--- config.mk ---
export PLATFORM = sky130hd
export DESIGN_NAME = mouse_packet_cursor_tracker_unit
export DESIGN_NICKNAME = d
export VERILOG_FILES = /design/src/design/mpct_pkg.sv /design/src/design/mpct_cfg.sv /design/src/design/mpct_tracker.sv /design/src/design/mouse_packet_cursor_tracker_unit.sv
export SDC_FILE = /design/constraint.sdc
export NUM_CORES = 1
export LEC_CHECK = 0
export BUFFER_PORTS_ARGS = -buffer_cell sky130_fd_sc_hd__buf_2
export CAP_MARGIN = 20
export CORE_MARGIN = 2
export CORE_UTILIZATION = 30
export DETAILED_ROUTE_END_ITERATION = 16
export SLEW_MARGIN = 15
export SYNTH_ARGS = -nofsm -noshare
export SYNTH_HDL_FRONTEND = slang
export SYNTH_SLANG_ARGS = --single-unit
--- constraint.sdc ---
create_clock -name i_clk -period 7.7 [get_ports i_clk]
set_clock_uncertainty 0.1 [all_clocks]
set_input_delay 1.54 -clock i_clk [delete_from_list [all_inputs] [get_ports i_clk]]
set_output_delay 1.54 -clock i_clk [all_outputs]
set_load 0.01 [all_outputs]
--- src/design/mpct_pkg.sv ---
// Shared types, codes and constants of the mouse packet cursor tracker.
// No dependencies; every other design file imports this package.
package mpct_pkg;

    // Default coordinate width of the cursor outputs
    localparam int COORD_BITS_DEF = 12;

    // Configuration field widths
    localparam int SPEED_W = 2;
    localparam int SIZE_W  = 12;

    // Screen size used when a size register holds zero
    localparam logic [SIZE_W-1:0] DEFAULT_W = 12'd800;
    localparam logic [SIZE_W-1:0] DEFAULT_H = 12'd600;

    // Cursor position after reset
    localparam int RESET_X = 400;
    localparam int RESET_Y = 300;

    // Flags byte bit positions
    localparam int BIT_LEFT   = 0;
    localparam int BIT_RIGHT  = 1;
    localparam int BIT_SYNC   = 3;
    localparam int BIT_X_SIGN = 4;
    localparam int BIT_Y_SIGN = 5;
    localparam int BIT_X_OVF  = 6;
    localparam int BIT_Y_OVF  = 7;

    // Input operation codes
    typedef enum logic {
        OP_BYTE     = 1'b0,
        OP_RECENTER = 1'b1
    } t_op;

    // Result status codes
    typedef enum logic [1:0] {
        ST_NONE     = 2'd0,
        ST_APPLIED  = 2'd1,
        ST_REJECTED = 2'd2
    } t_status;

    // Configuration register indexes
    typedef enum logic [1:0] {
        CFG_SPEED  = 2'd0,
        CFG_WIDTH  = 2'd1,
        CFG_HEIGHT = 2'd2
    } t_cfg_idx;

    // Speed modes; the unused code behaves as normal speed
    localparam logic [SPEED_W-1:0] SPEED_HALF   = 2'd0;
    localparam logic [SPEED_W-1:0] SPEED_NORMAL = 2'd1;
    localparam logic [SPEED_W-1:0] SPEED_DOUBLE = 2'd2;

    // Scale a 9-bit signed movement; halving truncates toward zero
    function automatic logic signed [9:0] scale_move(
        input logic signed [8:0]        d,
        input logic [SPEED_W-1:0]       speed
    );
        logic signed [9:0] d10;
        logic signed [9:0] res;
        d10 = 10'(d);
        unique case (speed)
            SPEED_HALF: begin
                if (d[8]) begin
                    d10 = d10 + 10'sd1;
                end
                res = d10 >>> 1;
            end
            SPEED_DOUBLE: res = d10 <<< 1;
            default:      res = d10;
        endcase
        return res;
    endfunction

endpackage

--- src/design/mpct_cfg.sv ---
// Configuration registers of the mouse packet cursor tracker and the
// effective screen limits derived from them. Depends on mpct_pkg.
module mpct_cfg #(
    parameter int COORD_BITS = mpct_pkg::COORD_BITS_DEF
) (
    input  logic                        i_clk,
    input  logic                        i_rst_n,
    input  logic                        i_cfg_valid,
    output logic                        o_cfg_ready,
    input  logic [1:0]                  i_cfg_index,
    input  logic [mpct_pkg::SIZE_W-1:0] i_cfg_data,
    output logic [mpct_pkg::SPEED_W-1:0] o_speed,
    output logic [COORD_BITS:0]         o_lim_x,
    output logic [COORD_BITS:0]         o_lim_y
);
    import mpct_pkg::*;

    localparam logic [31:0] LIM_MAX = 32'd1 << COORD_BITS;

    logic [SPEED_W-1:0] r_speed;
    logic [SIZE_W-1:0]  r_width;
    logic [SIZE_W-1:0]  r_height;
    logic [SIZE_W-1:0]  w_eff_w;
    logic [SIZE_W-1:0]  w_eff_h;

    // Always take register writes
    assign o_cfg_ready = 1'b1;

    // Write the addressed register; drop writes beyond the list
    always_ff @(posedge i_clk) begin
        if (!i_rst_n) begin
            r_speed  <= SPEED_NORMAL;
            r_width  <= DEFAULT_W;
            r_height <= DEFAULT_H;
        end else if (i_cfg_valid) begin
            unique case (i_cfg_index)
                CFG_SPEED:  r_speed  <= i_cfg_data[SPEED_W-1:0];
                CFG_WIDTH:  r_width  <= i_cfg_data;
                CFG_HEIGHT: r_height <= i_cfg_data;
                default: ;
            endcase
        end
    end

    // Substitute the default size for zero, then cap at the coordinate range
    assign w_eff_w = (r_width  == '0) ? DEFAULT_W : r_width;
    assign w_eff_h = (r_height == '0) ? DEFAULT_H : r_height;

    always_comb begin
        if (32'(w_eff_w) > LIM_MAX) begin
            o_lim_x = LIM_MAX[COORD_BITS:0];
        end else begin
            o_lim_x = (COORD_BITS+1)'(w_eff_w);
        end
        if (32'(w_eff_h) > LIM_MAX) begin
            o_lim_y = LIM_MAX[COORD_BITS:0];
        end else begin
            o_lim_y = (COORD_BITS+1)'(w_eff_h);
        end
    end

    assign o_speed = r_speed;

endmodule

--- src/design/mpct_tracker.sv ---
// Packet assembly and cursor state of the mouse packet cursor tracker.
// Computes the result of one transaction and updates state when it is taken.
// Depends on mpct_pkg.
module mpct_tracker #(
    parameter int COORD_BITS = mpct_pkg::COORD_BITS_DEF
) (
    input  logic                         i_clk,
    input  logic                         i_rst_n,
    input  logic                         i_take,
    input  logic                         i_operation,
    input  logic                         i_aux_ready,
    input  logic [7:0]                   i_data_byte,
    input  logic [mpct_pkg::SPEED_W-1:0] i_speed,
    input  logic [COORD_BITS:0]          i_lim_x,
    input  logic [COORD_BITS:0]          i_lim_y,
    output logic [COORD_BITS-1:0]        o_cursor_x,
    output logic [COORD_BITS-1:0]        o_cursor_y,
    output logic                         o_left_button,
    output logic                         o_right_button,
    output mpct_pkg::t_status            o_packet_status
);
    import mpct_pkg::*;

    localparam int SW = COORD_BITS + 2;

    logic [1:0]             r_phase,  n_phase;
    logic [7:0]             r_held0,  n_held0;
    logic [7:0]             r_held1,  n_held1;
    logic [COORD_BITS-1:0]  r_pos_x,  n_pos_x;
    logic [COORD_BITS-1:0]  r_pos_y,  n_pos_y;
    logic                   r_left,   n_left;
    logic                   r_right,  n_right;
    t_status                w_status;

    logic                   w_reject;
    logic signed [8:0]      w_dx9;
    logic signed [8:0]      w_dy9;
    logic signed [9:0]      w_dx;
    logic signed [9:0]      w_dy;
    logic signed [SW-1:0]   w_sum_x;
    logic signed [SW-1:0]   w_sum_y;
    logic signed [SW-1:0]   w_lim_x;
    logic signed [SW-1:0]   w_lim_y;
    logic [COORD_BITS-1:0]  w_clamp_x;
    logic [COORD_BITS-1:0]  w_clamp_y;

    // Validate the packet and build signed 9-bit movements from the flags
    assign w_reject = !r_held0[BIT_SYNC] || r_held0[BIT_X_OVF] || r_held0[BIT_Y_OVF];
    assign w_dx9    = $signed({r_held0[BIT_X_SIGN], r_held1});
    assign w_dy9    = $signed({r_held0[BIT_Y_SIGN], i_data_byte});
    assign w_dx     = scale_move(w_dx9, i_speed);
    assign w_dy     = scale_move(w_dy9, i_speed);

    // Move the cursor; screen Y grows downward
    assign w_sum_x = $signed({2'b00, r_pos_x}) + SW'(w_dx);
    assign w_sum_y = $signed({2'b00, r_pos_y}) - SW'(w_dy);
    assign w_lim_x = $signed({1'b0, i_lim_x});
    assign w_lim_y = $signed({1'b0, i_lim_y});

    // Clamp to the screen
    always_comb begin
        if (w_sum_x < 0) begin
            w_clamp_x = '0;
        end else if (w_sum_x >= w_lim_x) begin
            w_clamp_x = COORD_BITS'(i_lim_x - 1'b1);
        end else begin
            w_clamp_x = w_sum_x[COORD_BITS-1:0];
        end
        if (w_sum_y < 0) begin
            w_clamp_y = '0;
        end else if (w_sum_y >= w_lim_y) begin
            w_clamp_y = COORD_BITS'(i_lim_y - 1'b1);
        end else begin
            w_clamp_y = w_sum_y[COORD_BITS-1:0];
        end
    end

    // Next state and status for the transaction in hand
    always_comb begin
        n_phase  = r_phase;
        n_held0  = r_held0;
        n_held1  = r_held1;
        n_pos_x  = r_pos_x;
        n_pos_y  = r_pos_y;
        n_left   = r_left;
        n_right  = r_right;
        w_status = ST_NONE;
        priority if (i_operation == OP_RECENTER) begin
            n_pos_x = i_lim_x[COORD_BITS:1];
            n_pos_y = i_lim_y[COORD_BITS:1];
            n_left  = 1'b0;
            n_right = 1'b0;
            n_phase = 2'd0;
            n_held0 = '0;
            n_held1 = '0;
        end else if (i_aux_ready) begin
            if (r_phase == 2'd0) begin
                n_held0 = i_data_byte;
                n_phase = 2'd1;
            end else if (r_phase == 2'd1) begin
                n_held1 = i_data_byte;
                n_phase = 2'd2;
            end else begin
                n_phase = 2'd0;
                if (w_reject) begin
                    w_status = ST_REJECTED;
                end else begin
                    w_status = ST_APPLIED;
                    n_pos_x  = w_clamp_x;
                    n_pos_y  = w_clamp_y;
                    n_left   = r_held0[BIT_LEFT];
                    n_right  = r_held0[BIT_RIGHT];
                end
            end
        end else begin
            // Ignore bytes that do not come from the mouse
        end
    end

    // Commit state when the transaction moves to the result register
    always_ff @(posedge i_clk) begin
        if (!i_rst_n) begin
            r_phase <= '0;
            r_held0 <= '0;
            r_held1 <= '0;
            r_pos_x <= COORD_BITS'(RESET_X);
            r_pos_y <= COORD_BITS'(RESET_Y);
            r_left  <= 1'b0;
            r_right <= 1'b0;
        end else if (i_take) begin
            r_phase <= n_phase;
            r_held0 <= n_held0;
            r_held1 <= n_held1;
            r_pos_x <= n_pos_x;
            r_pos_y <= n_pos_y;
            r_left  <= n_left;
            r_right <= n_right;
        end
    end

    assign o_cursor_x      = n_pos_x;
    assign o_cursor_y      = n_pos_y;
    assign o_left_button   = n_left;
    assign o_right_button  = n_right;
    assign o_packet_status = w_status;

endmodule

--- src/design/mouse_packet_cursor_tracker_unit.sv ---
// Mouse packet cursor tracker: top level with input and result registers.
// Instantiates mpct_cfg and mpct_tracker; depends on mpct_pkg.
//
// Usage:
//   Input channel (i_in_valid / o_in_stall) carries one controller byte or a
//   recenter request per transaction. Bytes flagged as mouse data build
//   three-byte packets; the third byte applies or rejects the packet.
//   Result channel (o_out_valid / i_out_stall) returns exactly one result per
//   input transaction: cursor position, buttons and packet status.
//   Configuration channel (i_cfg_valid / o_cfg_ready) writes speed mode,
//   screen width and screen height; write it only while the block is idle.
// Flow: an input is taken into the input register, and its result moves to the
//   result register once that is free or being emptied; it can then be taken.
//   Throughput: one transaction per cycle while the result is not stalled; the
//   next cursor state is computed combinationally between the two registers.
// Reset: cursor at 400,300, buttons released, packet phase cleared, speed
//   normal and an 800 by 600 screen. No result is pending after reset.
// Stall: while the result is held, one more transaction waits in the input
//   register; after that o_in_stall rises until the result is taken.
module mouse_packet_cursor_tracker_unit #(
    parameter int COORD_BITS = mpct_pkg::COORD_BITS_DEF
) (
    input  logic                         i_clk,
    input  logic                         i_rst_n,
    input  logic                         i_in_valid,
    output logic                         o_in_stall,
    input  logic                         i_operation,
    input  logic                         i_aux_ready,
    input  logic [7:0]                   i_data_byte,
    output logic                         o_out_valid,
    input  logic                         i_out_stall,
    output logic [COORD_BITS-1:0]        o_cursor_x,
    output logic [COORD_BITS-1:0]        o_cursor_y,
    output logic                         o_left_button,
    output logic                         o_right_button,
    output logic [1:0]                   o_packet_status,
    input  logic                         i_cfg_valid,
    output logic                         o_cfg_ready,
    input  logic [1:0]                   i_cfg_index,
    input  logic [mpct_pkg::SIZE_W-1:0]  i_cfg_data
);
    import mpct_pkg::*;

    logic                   r_s1_valid;
    logic                   r_op;
    logic                   r_aux;
    logic [7:0]             r_data;
    logic                   r_out_valid;
    logic [COORD_BITS-1:0]  r_x;
    logic [COORD_BITS-1:0]  r_y;
    logic                   r_left;
    logic                   r_right;
    t_status                r_status;

    logic                   w_in_take;
    logic                   w_advance;
    logic [SPEED_W-1:0]     w_speed;
    logic [COORD_BITS:0]    w_lim_x;
    logic [COORD_BITS:0]    w_lim_y;
    logic [COORD_BITS-1:0]  w_x;
    logic [COORD_BITS-1:0]  w_y;
    logic                   w_left;
    logic                   w_right;
    t_status                w_status;

    // Handshakes: advance when the result register is free or being emptied
    assign w_advance  = r_s1_valid && (!r_out_valid || !i_out_stall);
    assign o_in_stall = r_s1_valid && r_out_valid && i_out_stall;
    assign w_in_take  = i_in_valid && !o_in_stall;

    // Input register
    always_ff @(posedge i_clk) begin
        if (!i_rst_n) begin
            r_s1_valid <= 1'b0;
        end else if (w_in_take) begin
            r_s1_valid <= 1'b1;
        end else if (w_advance) begin
            r_s1_valid <= 1'b0;
        end
    end

    always_ff @(posedge i_clk) begin
        if (w_in_take) begin
            r_op   <= i_operation;
            r_aux  <= i_aux_ready;
            r_data <= i_data_byte;
        end
    end

    mpct_cfg #(
        .COORD_BITS (COORD_BITS)
    ) u_cfg (
        .i_clk       (i_clk),
        .i_rst_n     (i_rst_n),
        .i_cfg_valid (i_cfg_valid),
        .o_cfg_ready (o_cfg_ready),
        .i_cfg_index (i_cfg_index),
        .i_cfg_data  (i_cfg_data),
        .o_speed     (w_speed),
        .o_lim_x     (w_lim_x),
        .o_lim_y     (w_lim_y)
    );

    mpct_tracker #(
        .COORD_BITS (COORD_BITS)
    ) u_tracker (
        .i_clk           (i_clk),
        .i_rst_n         (i_rst_n),
        .i_take          (w_advance),
        .i_operation     (r_op),
        .i_aux_ready     (r_aux),
        .i_data_byte     (r_data),
        .i_speed         (w_speed),
        .i_lim_x         (w_lim_x),
        .i_lim_y         (w_lim_y),
        .o_cursor_x      (w_x),
        .o_cursor_y      (w_y),
        .o_left_button   (w_left),
        .o_right_button  (w_right),
        .o_packet_status (w_status)
    );

    // Result register
    always_ff @(posedge i_clk) begin
        if (!i_rst_n) begin
            r_out_valid <= 1'b0;
        end else if (w_advance) begin
            r_out_valid <= 1'b1;
        end else if (!i_out_stall) begin
            r_out_valid <= 1'b0;
        end
    end

    always_ff @(posedge i_clk) begin
        if (w_advance) begin
            r_x      <= w_x;
            r_y      <= w_y;
            r_left   <= w_left;
            r_right  <= w_right;
            r_status <= w_status;
        end
    end

    assign o_out_valid     = r_out_valid;
    assign o_cursor_x      = r_x;
    assign o_cursor_y      = r_y;
    assign o_left_button   = r_left;
    assign o_right_button  = r_right;
    assign o_packet_status = r_status;

endmodule

==> Yosys cells after proc, flatten, opt, wreduce, memory -nomap -nowiden <==
Index checks and enable logic that the tools add are counted.
{ "op_classes": {"addsub": 6, "magnitude_cmp": 4, "n_eq_ne": 6, "n_mux": 46, "bitwise": 1, "n_reduce_logical": 27} }
{ "op_table": {"columns": ["op", "count"], "rows": [
  ["two-way mux 12 bit", 16],
  ["two-way mux 8 bit", 7],
  ["one-hot mux 10 bit (2 select lines)", 2],
  [">= comparator 14 x 13 -> 1 bit", 2],
  ["less-than comparator 14 x 1 -> 1 bit, second input constant", 2],
  ["zero test 12 bit", 2],
  ["subtractor 12 x 1 -> 12 bit, second input constant", 2],
  ["adder 9 x 2 -> 10 bit, second input constant", 2],
  ["two-way mux 10 bit", 2],
  ["adder 13 x 10 -> 14 bit", 1],
  ["two-way mux 1 bit", 14],
  ["subtractor 13 x 10 -> 14 bit", 1],
  ["two-way mux 2 bit", 5],
  ["AND reduction 2 bit", 4],
  ["nonzero test 2 bit", 4],
  ["zero test 2 bit", 3],
  ["equality test 2 x 1 -> 1 bit, second input constant", 2],
  ["equality test 2 bit, second input constant", 2],
  ["logical AND 1 bit", 4],
  ["zero test 1 bit", 4],
  ["AND reduction 4 bit", 1],
  ["OR reduction 4 bit", 1],
  ["logical OR 1 bit", 3],
  ["AND reduction 3 bit", 1],
  ["other kinds (3)", 3]
]} }
{ "word_totals": {"ff_bits": 110, "elab_cells": 110} }

==> Longest topological paths before layout <==
{ "depth": {"depth_word": 12, "ltp_mapped": 25} }

==> Cells and area by module <==
Synthesis repeated with hierarchy kept, for this count alone.
{ "unflattened": {"cells_unflattened": 937, "area_unflattened_um2": 7800.0} }
{ "modules_own_cells": {"columns": ["mod", "instances", "cells_per_inst", "area_each_um2", "seq_area_each_um2"], "rows": [
  ["mpct_tracker", 1, 741, 5345.1, 860.8],
  ["mpct_cfg", 1, 150, 1229.9, 520.5],
  ["mouse_packet_cursor_tracker_unit", 1, 46, 1224.9, 1181.1]
]} }

==> Worst setup path before layout <==
OpenSTA, ideal clock, no wires.
{ "synth_path": {"path_kind": "register -> register", "start": "register u_tracker.r_held0[5]", "end": "register r_y[6], in the netlist o_cursor_y[6] (data pin)", "setup_time_ps": 269, "arrival_time_ps": 4610, "path_slack_ps": 2721, "path_stages_with_launch": 24, "path_buffers": 1, "cell_sequence": "dfxtp_1 > clkbuf_1 > nand3_1 > nor2_1 > mux2_2 > o22ai_1 > a221o_1 > ha_1 > a21o_1 > o32a_1 > o41a_1 > a21bo_2 > a21oi_1 > xnor2_1 > inv_1 > ha_1 > nor3_1 > o21ai_0 > a21oi_1 > a21oi_1 > nor3_4 > mux2_2 > a221oi_1 > a21oi_1"} }
{ "synth_between": {"elab_chain_cells": 12} }
{ "synth_lines": {"columns": ["element", "line", "source"], "rows": [
  ["from (decl)", "mpct_tracker.sv:27", "logic [7:0] r_held0, n_held0;"],
  ["from (signal assigned)", "mpct_tracker.sv:132", "r_held0 <= n_held0;"],
  ["adder 9 x 2 -> 10 bit", "mpct_pkg.sv:65", "d10 = d10 + 10'sd1;"],
  ["two-way mux 10 bit", "mpct_pkg.sv:64", "if (d[8]) begin"],
  ["one-hot mux 10 bit (2 select lines) (*)", "mpct_pkg.sv:62", "unique case (speed)"],
  ["subtractor 13 x 10 -> 14 bit (*)", "mpct_tracker.sv:56", "assign w_sum_y = $signed({2'b00, r_pos_y}) - SW'(w_dy);"],
  [">= comparator 14 x 13 -> 1 bit", "mpct_tracker.sv:71", "end else if (w_sum_y >= w_lim_y) begin"],
  ["two-way mux 12 bit", "mpct_tracker.sv:71", null],
  ["two-way mux 12 bit (*)", "mpct_tracker.sv:69", "if (w_sum_y < 0) begin"],
  ["two-way mux 12 bit (*)", "mpct_tracker.sv:105", "if (w_reject) begin"],
  ["two-way mux 12 bit (*)", "mpct_tracker.sv:100", "end else if (r_phase == 2'd1) begin"],
  ["two-way mux 12 bit (*)", "mpct_tracker.sv:97", "if (r_phase == 2'd0) begin"],
  ["two-way mux 12 bit (*)", "mpct_tracker.sv:96", "end else if (i_aux_ready) begin"],
  ["two-way mux 12 bit (*)", "mpct_tracker.sv:88", "priority if (i_operation == OP_RECENTER) begin"],
  ["via u_tracker.o_cursor_y[6]", "mpct_tracker.sv:17", "output logic [COORD_BITS-1:0] o_cursor_y,"],
  ["to (signal assigned)", "mouse_packet_cursor_tracker_unit.sv:137", "r_y <= w_y;"],
  ["to (decl)", "mouse_packet_cursor_tracker_unit.sv:50", "logic [COORD_BITS-1:0] r_y;"]
]} }
The timed path passes the listed nets; every way through them passes the cells marked *.
A chain may end at the register's enable or synchronous reset.

==> Final worst setup path <==
{ "layout_path": {"start": "register u_cfg.r_speed[1], in the netlist u_cfg.o_speed[1]", "end": "register r_y[6], in the netlist o_cursor_y[6] (data pin)"} }
{ "layout_between": {"elab_chain_cells": 11} }
{ "layout_lines": {"columns": ["element", "line", "source"], "rows": [
  ["from (decl)", "mpct_cfg.sv:20", "logic [SPEED_W-1:0] r_speed;"],
  ["from (signal assigned)", "mpct_cfg.sv:37", "CFG_SPEED: r_speed <= i_cfg_data[SPEED_W-1:0];"],
  ["equality test 2 bit or zero test 2 bit (tied branches)", null, null],
  ["one-hot mux 10 bit (2 select lines) (*)", "mpct_pkg.sv:62", null],
  ["subtractor 13 x 10 -> 14 bit (*)", "mpct_tracker.sv:56", null],
  [">= comparator 14 x 13 -> 1 bit", "mpct_tracker.sv:71", null],
  ["two-way mux 12 bit", "mpct_tracker.sv:71", null],
  ["two-way mux 12 bit (*)", "mpct_tracker.sv:69", null],
  ["two-way mux 12 bit (*)", "mpct_tracker.sv:105", null],
  ["two-way mux 12 bit (*)", "mpct_tracker.sv:100", null],
  ["two-way mux 12 bit (*)", "mpct_tracker.sv:97", null],
  ["two-way mux 12 bit (*)", "mpct_tracker.sv:96", null],
  ["two-way mux 12 bit (*)", "mpct_tracker.sv:88", null],
  ["via u_tracker.o_cursor_y[6]", "mpct_tracker.sv:17", null]
]} }
Marked as above.

==> key figures <==
Outcome
  • Status: finished, final reports clean

Power and ir drop
  • Cell leakage power: roughly 0.0033 µW
  • Peak VDD IR: roughly 95 µV
  • Switch share: 0.3193
  • Int Pwr: a little under 1000 µW
  • Clk pwr share: 0.333
  • Comb power frac: 0.223
  • Power Dens Cells: between 150 and 200 nW/µm²
  • Sw Pwr: 462.9 µW
  • Share of total power in sequential cells: 0.445

CTS
  • Deepest clock path buffer count: 2
  • Clock transition at the registers of the reported paths: about 0.080 ns
  • Clk root buf: clkbuf_16
  • CTS tree: yes
  • Post-CTS Hold Fix Bufs: 0
  • Post-CTS Setup Inserts: 0
  • Later-pin clock latency in the skew report: between 0.3 and 0.4 ns
  • H-tree levels: 3
  • CTS sink cnt: between 100 and 150
  • # resized after CTS: 0
  • TritonCTS buffer count: 9

Setup path
  • Worst path max stage delay: 0.88 ns
  • Critical path cell sequence: inv_1 -> nor2_1 -> a221o_1 -> ha_1 -> a21o_1 -> o32a_1 -> o41a_1 -> a21bo_2 -> a21oi_1 -> xnor2_1 -> inv_1 -> ha_1 -> nor3_1 -> o21ai_0 -> a21oi_1 -> a21oi_1 -> nor3_4 -> mux2_2 -> a221oi_1 -> a21oi_1
  • Flop2flop setup slack: ~1.9 ns
  • Crit start category: flop
  • Reg2reg start: u_cfg.o_speed[1]
  • Crit-path leading delay family: compound AO/OA/AOI/OAI gates
  • Crit-path max FO: 25
  • Critical path class: flop to flop
  • CP Data Required Time: around 7.7 ns
  • Critical Path AT: between 5 and 6 ns
  • Critical-path top delay cell: dfxtp_1
  • CP Launch Point: u_cfg.o_speed[1]
  • WP buf/inv: 2
  • Setup crit end kind: flop
  • Cell mode on critical path: a21oi_1

Timing
  • Slew Viols, Final: 0
  • Worst rel slew slack: 0.3772
  • Unrepaired setup endpoints after global routing: no
  • Slew @ Worst Pin: about 0.93 ns
  • Final setup violation count: 0
  • Post-route clock period utilization: 0.7580
  • Hold Slack: 0.3613 ns
  • Final hold vios: 0
  • Min Tclk post-route: ~6 ns
  • Final TNS setup: 0 ns
  • Fmax: 171.3 MHz

Logic synthesis
  • Async S/R FF share, synth: 0
  • Yosys top cell by area: dfxtp_1
  • Mapped Nets: around 1,000
  • Synth Register Bits: 109
  • Post-Synth Simple-Gate Area: 0.2156
  • Number of warnings issued by yosys: 0
  • Yosys top cell area share: 0.1863
  • Largest family of logic cells by synthesized area: simple AND/OR/NAND/NOR gates
  • Sequential-to-total area share from yosys stat: 0.3358
  • Largest cells by area after synthesis: dfxtp_1 19%, edfxtp_1 15%, ha_1 8.9%
  • Main flop type after synthesis: dfxtp_1
  • Number of synthesized flops with an enable pin: 38
  • Multiplexer area fraction after synthesis: 0.05607
  • Post-synthesis compound-gate area fraction: 0.2105
  • Netlist cell types: 74
  • Post-Synth XOR/XNOR Area: 0.04230
  • Syn Inst Count: 941
  • Synth Area in Adders: 0.09379
  • Post-Syn Area: 7631 µm²
  • Synthesized area per cell: 8.110 µm²

Worst hold path
  • Hold Startpoint: u_tracker.r_right
  • Worst hold path class: flop to flop

Layout
  • Filler Cell Count: approximately 2,700
  • Area Growth Syn to Fin: 11.21%
  • Layout cells sized above 1: 0.1085
  • Layout Nets: around 1,100
  • N_diodes: 0

Detailed routing
  • First-pass DRT Iterations: 6
  • Post-DR vias/cell: 5.297
  • Final ANT Viol Nets: 0
  • DRC: 0
  • Routed len/inst: approximately 17 µm
  • Vias: slightly below 7,000
  • Detailed Route Iter0 Violations: about 640
  • Routed WL: roughly 22,000 µm

Die
  • Row count: 58
  • Core Region: between 20,000 and 30,000 µm²
  • Die Ht: 163.5 µm
  • Die span in x: 163.5 µm
  • I/O Pins: 60
  • Die ar.: around 27,000 µm²
  • Starting Density: 0.3039

Placed design
  • Port Buffers: 58
  • GP Congestion: approximately 0.85
  • HPWL after DPL: about 16,000 µm

Global routing
  • GRT Util Overall: 0.1685
  • Antenna violations before repair: 0
  • Maximum number of pins on one net before global-route repair: 54
  • Vias in the first global route: 6,539
  • Total gr overflow: 0
  • First-pass GRT wire length: approximately 35,000 µm

Flow run
  • Max-Cap Viols: 0
## state kept, by name, indices dropped and copies added (netlist names), 2 cells and up
signal             flops
o_cursor_x            12
o_cursor_y            12
u_cfg.r_height        12
u_cfg.r_width         12
u_tracker.r_pos_x     12
u_tracker.r_pos_y     12
r_data                 8
u_tracker.r_held1      8
u_tracker.r_held0      7
o_packet_status        2
u_cfg.o_speed          2
u_tracker.r_phase      2
## per-stage QoR
| step | total power (µW) | worst slack [ns] | instance area (µm²) | std cells | utilization |
|---|---|---|---|---|---|
| after floorplan | 898.2 | 2.721 | 7631 | 941 | - |
| after global placement | 974.8 | 1.979 | 8187 | 1291 | 0.3260 |
| after detailed placement | 977.9 | 1.958 | 8187 | 1291 | 0.3260 |
| after CTS | 1460 | 1.931 | 8487 | 1307 | 0.3380 |
| after global routing | 1528 | 1.237 | 8487 | 1307 | 0.3380 |
| final | 1450 | 1.864 | 8487 | 1307 | 0.3380 |
## final timing paths
check,endpoint,depth (start not counted)
setup reg to reg,o_cursor_y[6],20
hold / removal,u_tracker.r_right,2
setup / recovery,o_cursor_y[6],20
hold reg to reg,u_tracker.r_right,2
## metal layers
metal | part of all wire | global-route usage | wire length [µm] | vias up
li1 | - | - | - | 3451
met1 | 0.45 | 0.2233 | 10000 | 3248
met2 | 0.48 | 0.2762 | 10600 | 184
met3 | 0.047 | 0.02539 | 1036 | 40
met4 | 0.027 | 0.06459 | 604 | 0
met5 | 0 | 0 | 0 | -
## cells in the final DEF, fill, tap and decap left out, types with 36 or more instances in the layout
cell type	count
inv_1	39
mux2i_1	36
dfxtp_1	71
nor2_1	89
nand2_1	140
o21ai_0	64
a21oi_1	94
edfxtp_1	38
ha_1	54
buf_2	58
## kinds of logic after synthesis
| kind of cell | count (synthesis) |
|---|---|
| simple gates | 355 |
| buf+inv | 85 |
| fa+ha+maj | 56 |
| compound gates | 257 |
| other cells | 1 |
| xor+xnor | 36 |
| mux | 42 |
| flops | 109 |
## final cells by class
type,instances,area (µm²),area share
multi-input combinational,747,4722,0.5564
sequential,109,2562,0.3019
tap,330,412.9,0.04865
timing repair buffer,64,335.3,0.03951
clock buffer,10,239.0,0.02816
inverter,41,153.9,0.01813
clock inverter,6,61.31,0.007224
## worst reg2reg max path, delay by kind of cell (launching register included)
kind / cells / cell delay [ns]
flops: 1 / 0.88
fa+ha+maj: 2 / 0.47
compound gates: 11 / 2.11
simple gates: 3 / 1.05
xor+xnor: 1 / 0.17
mux: 1 / 0.39
buf+inv: 2 / 0.39
## power by group through the flow
stage / registers [µW] / logic, µW / clock network [µW]
after floorplan: 649 / 250 / 0
after global placement: 658 / 317 / 0
after detailed placement: 658 / 320 / 0
after CTS: 644 / 322 / 494
after global routing: 648 / 363 / 518
final: 645 / 323 / 482
## cell usage after synthesis (9+ instances only)
cell type,n
nand2_1,140
a21oi_1,94
nor2_1,89
dfxtp_1,71
o21ai_0,64
ha_1,54
inv_1,40
edfxtp_1,38
mux2i_1,36
clkbuf_1,34
nand3_1,32
xnor2_1,24
nor3_1,15
a31oi_1,14
nor2b_1,11
xor2_1,11
and3_1,10
o21a_1,10
o31ai_1,10
nor4_1,9
Note: power is estimated with default switching activity, not from simulation.
